$ cat config.mk
export PLATFORM = sky130hd
export DESIGN_NAME = binary_heap_priority_queue
export DESIGN_NICKNAME = d
export VERILOG_FILES = /design/src/rtl/hbpq_pkg.sv /design/src/rtl/hbpq_seq.sv /design/src/rtl/hbpq_dp.sv /design/src/rtl/binary_heap_priority_queue.sv
export SDC_FILE = /design/constraint.sdc
export NUM_CORES = 2
export LEC_CHECK = 0
export BUFFER_PORTS_ARGS = -buffer_cell sky130_fd_sc_hd__buf_2
export CAP_MARGIN = 40
export CORE_ASPECT_RATIO = 0.5
export CORE_UTILIZATION = 50
export DETAILED_ROUTE_END_ITERATION = 10
export GPL_TIMING_DRIVEN = 0
export PLACE_DENSITY = 0.62
export REMOVE_ABC_BUFFERS = 1
export SLEW_MARGIN = 20
export SYNTH_ARGS = -nofsm -noshare
export SYNTH_HDL_FRONTEND = slang
export SYNTH_SLANG_ARGS = --single-unit
export TNS_END_PERCENT = 5
$ cat constraint.sdc
create_clock -name aclk -period 8.6 [get_ports aclk]
set_clock_uncertainty 0.05 [all_clocks]
set_input_delay 0.43 -clock aclk [delete_from_list [all_inputs] [get_ports aclk]]
set_output_delay 0.43 -clock aclk [all_outputs]
set_load 0.01 [all_outputs]
$ cat src/rtl/hbpq_pkg.sv
// Shared types, constants, microcode program and compare helper for the
// binary heap priority queue. No dependencies.
`timescale 1ns / 1ps

package hbpq_pkg;

    // Heap geometry
    localparam int CAPACITY  = 31;
    localparam int IDX_W     = $clog2(CAPACITY + 1);
    localparam int MEM_DEPTH = 1 << IDX_W;
    localparam int KEY_W     = 32;
    localparam int OCC_W     = 5;
    localparam int UPC_W     = 4;

    // Request codes
    localparam logic REQ_INSERT = 1'b0;
    localparam logic REQ_REMOVE = 1'b1;

    // Order codes
    localparam logic ORDER_MAX = 1'b0;
    localparam logic ORDER_MIN = 1'b1;

    // Status codes
    localparam logic [1:0] STATUS_DONE  = 2'd0;
    localparam logic [1:0] STATUS_FULL  = 2'd1;
    localparam logic [1:0] STATUS_EMPTY = 2'd2;

    typedef struct packed {
        logic                    req_type;
        logic signed [KEY_W-1:0] key;
    } hbpq_in_t;

    typedef struct packed {
        logic signed [KEY_W-1:0] top_key;
        logic [1:0]              status;
        logic [OCC_W-1:0]        occupancy;
    } hbpq_out_t;

    // Datapath actions
    typedef enum logic [3:0] {
        ACT_NONE,
        ACT_ACCEPT,
        ACT_INS_START,
        ACT_RD_PARENT,
        ACT_UP,
        ACT_PLACE,
        ACT_RD_ENDS,
        ACT_REM_START,
        ACT_RD_KIDS,
        ACT_DOWN,
        ACT_FINISH
    } act_t;

    // Jump conditions
    typedef enum logic [3:0] {
        C_NEVER,
        C_ALWAYS,
        C_NO_IN,
        C_REMOVE,
        C_FULL,
        C_ROOT,
        C_UP_MOVE,
        C_EMPTY,
        C_LEAF,
        C_DN_MOVE,
        C_OUT_FREE
    } cond_t;

    typedef struct packed {
        act_t             act;
        cond_t            cond;
        logic [UPC_W-1:0] tgt;
    } ctrl_word_t;

    // Status flags from the datapath to the sequencer
    typedef struct packed {
        logic remove;
        logic full;
        logic empty;
        logic root;
        logic leaf;
        logic up_move;
        logic dn_move;
    } hbpq_flags_t;

    // Step addresses
    localparam logic [UPC_W-1:0] UPC_IDLE     = 4'd0;
    localparam logic [UPC_W-1:0] UPC_DISPATCH = 4'd1;
    localparam logic [UPC_W-1:0] UPC_INS_CHK  = 4'd2;
    localparam logic [UPC_W-1:0] UPC_INS_TEST = 4'd3;
    localparam logic [UPC_W-1:0] UPC_INS_CMP  = 4'd4;
    localparam logic [UPC_W-1:0] UPC_INS_DONE = 4'd5;
    localparam logic [UPC_W-1:0] UPC_PLACE    = 4'd6;
    localparam logic [UPC_W-1:0] UPC_REM_CHK  = 4'd7;
    localparam logic [UPC_W-1:0] UPC_REM_LOAD = 4'd8;
    localparam logic [UPC_W-1:0] UPC_DN_TEST  = 4'd9;
    localparam logic [UPC_W-1:0] UPC_DN_CMP   = 4'd10;
    localparam logic [UPC_W-1:0] UPC_FINISH   = 4'd11;
    localparam logic [UPC_W-1:0] UPC_STALL    = 4'd12;

    // Microcode program: on a true condition jump to tgt, else step on
    function automatic ctrl_word_t ucode_rom(input logic [UPC_W-1:0] upc);
        ctrl_word_t w;
        case (upc)
            UPC_IDLE:     w = '{ACT_ACCEPT,    C_NO_IN,    UPC_IDLE};
            UPC_DISPATCH: w = '{ACT_NONE,      C_REMOVE,   UPC_REM_CHK};
            UPC_INS_CHK:  w = '{ACT_INS_START, C_FULL,     UPC_FINISH};
            UPC_INS_TEST: w = '{ACT_RD_PARENT, C_ROOT,     UPC_PLACE};
            UPC_INS_CMP:  w = '{ACT_UP,        C_UP_MOVE,  UPC_INS_TEST};
            UPC_INS_DONE: w = '{ACT_NONE,      C_ALWAYS,   UPC_FINISH};
            UPC_PLACE:    w = '{ACT_PLACE,     C_ALWAYS,   UPC_FINISH};
            UPC_REM_CHK:  w = '{ACT_RD_ENDS,   C_EMPTY,    UPC_FINISH};
            UPC_REM_LOAD: w = '{ACT_REM_START, C_NEVER,    UPC_IDLE};
            UPC_DN_TEST:  w = '{ACT_RD_KIDS,   C_LEAF,     UPC_PLACE};
            UPC_DN_CMP:   w = '{ACT_DOWN,      C_DN_MOVE,  UPC_DN_TEST};
            UPC_FINISH:   w = '{ACT_FINISH,    C_OUT_FREE, UPC_IDLE};
            UPC_STALL:    w = '{ACT_NONE,      C_ALWAYS,   UPC_FINISH};
            default:      w = '{ACT_NONE,      C_ALWAYS,   UPC_IDLE};
        endcase
        return w;
    endfunction

    // True when key a belongs above key b under the selected order
    function automatic logic better(input logic signed [KEY_W-1:0] a,
                                    input logic signed [KEY_W-1:0] b,
                                    input logic                    order);
        logic res;
        if (order == ORDER_MIN) begin
            res = (a < b);
        end else begin
            res = (a > b);
        end
        return res;
    endfunction

endpackage

$ cat src/rtl/hbpq_seq.sv
// Microcode sequencer: step counter, program ROM and jump condition select.
// Depends on hbpq_pkg.
`timescale 1ns / 1ps

module hbpq_seq (
    input  logic                 aclk,
    input  logic                 aresetn,
    input  hbpq_pkg::hbpq_flags_t flags,
    input  logic                 in_valid,
    input  logic                 out_free,
    output hbpq_pkg::ctrl_word_t ctrl
);
    import hbpq_pkg::*;

    logic [UPC_W-1:0] upc_reg;
    logic [UPC_W-1:0] upc_next;
    ctrl_word_t       word;
    logic             hit;

    assign word = ucode_rom(upc_reg);
    assign ctrl = word;

    // Condition select
    always_comb begin
        case (word.cond)
            C_NEVER:    hit = 1'b0;
            C_ALWAYS:   hit = 1'b1;
            C_NO_IN:    hit = !in_valid;
            C_REMOVE:   hit = flags.remove;
            C_FULL:     hit = flags.full;
            C_ROOT:     hit = flags.root;
            C_UP_MOVE:  hit = flags.up_move;
            C_EMPTY:    hit = flags.empty;
            C_LEAF:     hit = flags.leaf;
            C_DN_MOVE:  hit = flags.dn_move;
            C_OUT_FREE: hit = out_free;
            default:    hit = 1'b1;
        endcase
    end

    assign upc_next = hit ? word.tgt : upc_reg + UPC_W'(1);

    // Step counter
    always_ff @(posedge aclk) begin
        if (!aresetn) begin
            upc_reg <= UPC_IDLE;
        end else begin
            upc_reg <= upc_next;
        end
    end

endmodule

$ cat src/rtl/hbpq_dp.sv
// Heap datapath: key store, registered reads, count, index and key registers.
// Depends on hbpq_pkg; driven by the control word from hbpq_seq.
`timescale 1ns / 1ps

module hbpq_dp (
    input  logic                  aclk,
    input  logic                  aresetn,
    input  hbpq_pkg::ctrl_word_t  ctrl,
    input  logic                  order,
    input  logic                  in_valid,
    input  hbpq_pkg::hbpq_in_t    in_data,
    output hbpq_pkg::hbpq_flags_t flags,
    output hbpq_pkg::hbpq_out_t   result
);
    import hbpq_pkg::*;

    // Key store, entries 1..CAPACITY used
    logic signed [KEY_W-1:0] mem [0:MEM_DEPTH-1];

    logic [IDX_W-1:0]        cnt_reg, cnt_next;
    logic [IDX_W-1:0]        idx_reg, idx_next;
    logic signed [KEY_W-1:0] cur_reg, cur_next;
    logic signed [KEY_W-1:0] top_reg, top_next;
    logic [1:0]              status_reg, status_next;
    logic                    req_reg, req_next;
    logic signed [KEY_W-1:0] rd0_reg, rd1_reg;

    logic [IDX_W-1:0]        raddr0, raddr1;
    logic                    wr_en;
    logic [IDX_W-1:0]        wr_addr;
    logic signed [KEY_W-1:0] wr_data;

    logic [IDX_W:0]          left_w, right_w;
    logic                    sib_ok, pick_right;
    logic signed [KEY_W-1:0] child_key;
    logic [IDX_W-1:0]        child_idx;
    logic                    full, empty, up_move, dn_move;

    // Child and compare logic
    assign left_w     = {idx_reg, 1'b0};
    assign right_w    = {idx_reg, 1'b1};
    assign sib_ok     = (right_w <= {1'b0, cnt_reg});
    assign pick_right = sib_ok && better(rd1_reg, rd0_reg, order);
    assign child_key  = pick_right ? rd1_reg : rd0_reg;
    assign child_idx  = pick_right ? right_w[IDX_W-1:0] : left_w[IDX_W-1:0];
    assign up_move    = better(cur_reg, rd0_reg, order);
    assign dn_move    = better(child_key, cur_reg, order);
    assign full       = (cnt_reg >= IDX_W'(CAPACITY));
    assign empty      = (cnt_reg == '0);

    assign flags.remove  = req_reg;
    assign flags.full    = full;
    assign flags.empty   = empty;
    assign flags.root    = (idx_reg == IDX_W'(1));
    assign flags.leaf    = (left_w > {1'b0, cnt_reg});
    assign flags.up_move = up_move;
    assign flags.dn_move = dn_move;

    assign result.top_key   = top_reg;
    assign result.status    = status_reg;
    assign result.occupancy = OCC_W'(cnt_reg);

    // Action decode
    always_comb begin
        cnt_next    = cnt_reg;
        idx_next    = idx_reg;
        cur_next    = cur_reg;
        top_next    = top_reg;
        status_next = status_reg;
        req_next    = req_reg;
        raddr0      = '0;
        raddr1      = '0;
        wr_en       = 1'b0;
        wr_addr     = idx_reg;
        wr_data     = cur_reg;
        case (ctrl.act)
            ACT_ACCEPT: begin
                if (in_valid) begin
                    req_next    = in_data.req_type;
                    cur_next    = in_data.key;
                    top_next    = '0;
                    status_next = STATUS_DONE;
                end
            end
            ACT_INS_START: begin
                if (full) begin
                    status_next = STATUS_FULL;
                end else begin
                    cnt_next = cnt_reg + IDX_W'(1);
                    idx_next = cnt_reg + IDX_W'(1);
                end
            end
            ACT_RD_PARENT: begin
                raddr0 = idx_reg >> 1;
            end
            ACT_UP: begin
                // parent moves down into the hole, or the key settles here
                wr_en   = 1'b1;
                wr_data = up_move ? rd0_reg : cur_reg;
                if (up_move) begin
                    idx_next = idx_reg >> 1;
                end
            end
            ACT_PLACE: begin
                wr_en = 1'b1;
            end
            ACT_RD_ENDS: begin
                raddr0 = IDX_W'(1);
                raddr1 = cnt_reg;
                if (empty) begin
                    status_next = STATUS_EMPTY;
                end
            end
            ACT_REM_START: begin
                top_next = rd0_reg;
                cur_next = rd1_reg;
                cnt_next = cnt_reg - IDX_W'(1);
                idx_next = IDX_W'(1);
            end
            ACT_RD_KIDS: begin
                raddr0 = left_w[IDX_W-1:0];
                raddr1 = right_w[IDX_W-1:0];
            end
            ACT_DOWN: begin
                // better child moves up into the hole, or the key settles here
                wr_en   = 1'b1;
                wr_data = dn_move ? child_key : cur_reg;
                if (dn_move) begin
                    idx_next = child_idx;
                end
            end
            default: begin
            end
        endcase
    end

    // Key store: one write port, two registered read ports
    always_ff @(posedge aclk) begin
        if (wr_en) begin
            mem[wr_addr] <= wr_data;
        end
        rd0_reg <= mem[raddr0];
        rd1_reg <= mem[raddr1];
    end

    // Control state
    always_ff @(posedge aclk) begin
        if (!aresetn) begin
            cnt_reg <= '0;
        end else begin
            cnt_reg <= cnt_next;
        end
    end

    // Payload registers
    always_ff @(posedge aclk) begin
        idx_reg    <= idx_next;
        cur_reg    <= cur_next;
        top_reg    <= top_next;
        status_reg <= status_next;
        req_reg    <= req_next;
    end

endmodule

$ cat src/rtl/binary_heap_priority_queue.sv
// Binary heap priority queue, 31 signed 32-bit keys, one result per request.
// Insert sifts the new key up from the next free slot and remove sifts the last key
// down from the root, a read step and a compare step per level; a refused request
// skips both. The next request is taken the cycle after the result loads.
// Synchronous active-low reset empties the heap and selects max order.
// Depends on hbpq_pkg, hbpq_seq, hbpq_dp.
`timescale 1ns / 1ps

module binary_heap_priority_queue (
    input  logic                aclk,
    input  logic                aresetn,
    input  logic                s_valid,
    output logic                s_ready,
    input  hbpq_pkg::hbpq_in_t  s_data,
    output logic                m_valid,
    input  logic                m_ready,
    output hbpq_pkg::hbpq_out_t m_data,
    input  logic                cfg_valid,
    output logic                cfg_ready,
    input  logic                cfg_data
);
    import hbpq_pkg::*;

    ctrl_word_t  ctrl;
    hbpq_flags_t flags;
    hbpq_out_t   result;
    logic        out_free;
    logic        finish;

    logic        order_reg, order_next;
    logic        m_valid_reg, m_valid_next;
    hbpq_out_t   m_data_reg, m_data_next;

    assign out_free  = !m_valid_reg || m_ready;
    assign finish    = (ctrl.act == ACT_FINISH) && out_free;
    assign s_ready   = (ctrl.act == ACT_ACCEPT);
    assign cfg_ready = 1'b1;
    assign m_valid   = m_valid_reg;
    assign m_data    = m_data_reg;

    hbpq_seq u_seq (
        .aclk     (aclk),
        .aresetn  (aresetn),
        .flags    (flags),
        .in_valid (s_valid),
        .out_free (out_free),
        .ctrl     (ctrl)
    );

    hbpq_dp u_dp (
        .aclk     (aclk),
        .aresetn  (aresetn),
        .ctrl     (ctrl),
        .order    (order_reg),
        .in_valid (s_valid),
        .in_data  (s_data),
        .flags    (flags),
        .result   (result)
    );

    // Order register and output stage next values
    always_comb begin
        order_next   = (cfg_valid && cfg_ready) ? cfg_data : order_reg;
        m_valid_next = finish ? 1'b1 : (m_ready ? 1'b0 : m_valid_reg);
        m_data_next  = finish ? result : m_data_reg;
    end

    always_ff @(posedge aclk) begin
        if (!aresetn) begin
            order_reg   <= ORDER_MAX;
            m_valid_reg <= 1'b0;
        end else begin
            order_reg   <= order_next;
            m_valid_reg <= m_valid_next;
        end
    end

    // Result payload
    always_ff @(posedge aclk) begin
        m_data_reg <= m_data_next;
    end

endmodule

==> run metrics <==
status complete, no violations; Post-route DRC 0; synth top area cells edfxtp_1, mux4_2, nand2_1, dfxtp_1, nand3_1; I/O pins 81; most common cell after layout, fill and taps aside edfxtp_1; slew margin rel. 0.389; commonest cells after routing, fill and taps aside edfxtp_1, nand2_1, mux4_2; post-layout util 0.600; Worst Path Required roughly 9.2 ns; Root Buffer clkbuf_16; Area Growth Syn to Fin 18.9%; Worst Slack Setup Final roughly 0.077 ns; worst hold slack around 0.058 ns; startpoint type of the worst setup path flip-flop; PwrDens around 270 nW/µm²; DRT iter0 DRCs 5,560; Warnings, synthesis 0; end of the critical path u_seq.ctrl[3]; vias per cell 6.71; top_reg_cell synth edfxtp_1; post-synthesis cell type count 84; final antenna-violating net count 0; Setup-failing EPs final 0; fraction of layout cells with a size suffix above 1 0.288; WL final ~180 mm; I/O Buffers slightly below 80; min cycle time layout around 8.5 ns; largest net degree at the start of global routing 46; met1 WL a little over 70 mm; synthesized instance count around 3,800; Setup WS pre-CTS about 0.39 ns; ys async rst share 0; chip height about 240 µm; Fin. Hold Viols 0; RSZ-0062 raised after global routing false; clock insertion delay at the later pin of the skew report between 0.7 and 0.8 ns; CP Launch Point u_dp.rd0_reg[29]; Avg Cell Area, Syn about 15 µm²; # nets final around 4,100; Reg2Reg Setup Slack approximately 0.077 ns; share of the synthesized area in the top cell type 0.585; H-tree lvl count 3; CTS clk-pin slew, worst paths ~0.070 ns; max-cap viol count 0; Crit Reg-Reg Endpoint u_seq.ctrl[3]; Core Area 115,000 µm²; cell row count 88; Slew Viols, Final 0; Sink Count between 1,000 and 1,500; DP Wirelength 123 mm; TritonCTS clock tree built; metal3 WL about 22 mm; DR vias ~38,000; maximum VDD drop 0.204 mV; Synth Cell Area roughly 58,000 µm²; dominant cell type by area after synthesis edfxtp_1; period utilization 0.991; Max Root-Sink Buffers 3; worst r2r path cells 23; Top Layer Used met5; Fmax between 100 and 150 MHz; chip width 485 µm; initial antenna violation count 1; Largest register FFs 1,024; GPL Wtd Cong ~0.85; Avg WL per Cell approximately 33 µm; WS Path Type reg -> reg; drt first pass iters 6; GRT Util Overall 0.315; global-route wire length before repair between 200 and 300 mm; vias in the first global route between 30,000 and 40,000; Setup Fix Bufs, Post-CTS 0; Leak between 20 and 25 nW; CP Max Fanout 36; Overall Power 0.0185 W; actual slew at the worst max-slew pin approximately 0.9 ns; full die area 118,000 µm²; CTS buffer count 110; Initial Utilization 0.505; Synth Register Bits 1,221; EDFF count, synth between 1,000 and 1,500; Critical Path AT approximately 9 ns; worst r2r src u_dp.rd0_reg[29]; Crit. End Element flip-flop; register area share after synthesis 0.614; total congestion overflow 0; met2 WL roughly 80 mm; Hold/Removal Path Class in -> reg
-- critical path, cell delays in order, from the launching register on --
cell      delay, ns
dfxtp_1        0.47
inv_1          0.19
ha_1           0.33
nand4_1        0.18
nor2_1         0.36
nand3_1        0.32
o41ai_2        0.62
nor3_1         0.12
o21ai_0        0.17
and4_4         0.76
mux2_2         0.42
ha_1           0.38
nand4_1        0.46
nor4_4         0.59
o31a_2         0.33
nor3_2         0.08
mux2_4         0.34
a211oi_4       0.53
mux2i_1        0.62
ha_1           0.28
inv_1          0.07
or3_2          0.47
o311ai_1       0.08
a221o_1        0.18
-- report_power, final --
group | internal, W | switching, W
registers | 0.00751 | 0.000329
logic | 0.00206 | 0.00325
clock network | 0.00307 | 0.00227
-- worst min path at each step --
stage,from,end,slack [ns],cells past startpoint
final,s_data[20],u_dp.cur_reg[20],0.06,3
after global placement,u_dp.status_reg[0],m_data[5],0.35,0
after detailed placement,u_dp.top_reg[17],m_data[24],0.36,0
after floorplan,u_dp.top_reg[3],m_data[10],0.35,0
after global routing,s_data[20],u_dp.cur_reg[20],0.02,3
after CTS,s_data[20],u_dp.cur_reg[20],0.005,3
-- Yosys cell counts (3+ instances only) --
library cell,n
a211o_1,4
a211oi_1,4
a21o_1,19
a21oi_1,39
a22oi_1,13
a22oi_2,30
a31oi_1,7
and2_1,11
and3_1,6
buf_1,30
buf_2,60
buf_4,11
buf_6,5
clkbuf_1,146
dfxtp_1,86
edfxtp_1,1135
ha_1,110
inv_1,85
mux2_2,32
mux2i_1,14
mux4_2,512
nand2_1,715
nand2b_1,6
nand3_1,340
nand3b_1,8
nand4_1,17
nor2_1,97
nor2b_1,10
nor3_1,8
nor4_1,3
nor4b_1,4
o211ai_1,5
o21a_1,3
o21ai_0,15
o21ai_1,73
o21ai_2,30
or2_2,5
or3_1,3
or3_2,3
xnor2_1,5
xor2_1,3
-- metal layers --
| metal | vias to the layer above | global-route usage |
|---|---|---|
| met5 | - | 0 |
| met1 | 19400 | 0.454 |
| met3 | 462 | 0.0736 |
| met4 | 2 | 0.128 |
| li1 | 15300 | - |
| met2 | 2476 | 0.464 |
-- area by class of cell --
type / count / area [µm²]
multi-input cells: 2209 / 21500
repair buffers: 350 / 5830
fillers: 8347 / 46100
well taps: 1530 / 1910
inverters: 86 / 323
diodes: 1 / 2.50
flip-flops and latches: 1221 / 35800
clock buffers: 153 / 3270
clock inverters: 55 / 636
-- stage by stage --
| step | TNS [ns] | area (µm²) | instances |
|---|---|---|---|
| 2_1_floorplan | -861.33 | 57200 | 3516 |
| 3_3_place_gp | -4826.64 | 59500 | 5125 |
| 3_5_place_dp | 0 | 64900 | 5356 |
| 4_1_cts | 0 | 69200 | 5598 |
| 5_1_grt | 0 | 69300 | 5604 |
| 6_report | 0 | 69300 | 5605 |
-- cells by family after synthesis --
group,after synthesis,share of synthesized area
AO/OA/AOI/OAI,273,0.0342
multiplexers,563,0.208
AND/OR/NAND/NOR,1254,0.0942
XOR/XNOR,8,0.00120
adder cells (fa/ha/maj),110,0.0236
flip-flops,1221,0.614
buffers and inverters,338,0.0244
other,1,0.0000643
-- what timing repair did --
action,CTS,global route
gates resized for setup,0,1
hold endpoints to repair,33,0
hold buffers,34,0
setup endpoints to repair,0,1
Note: power is estimated with default switching activity, not from simulation.
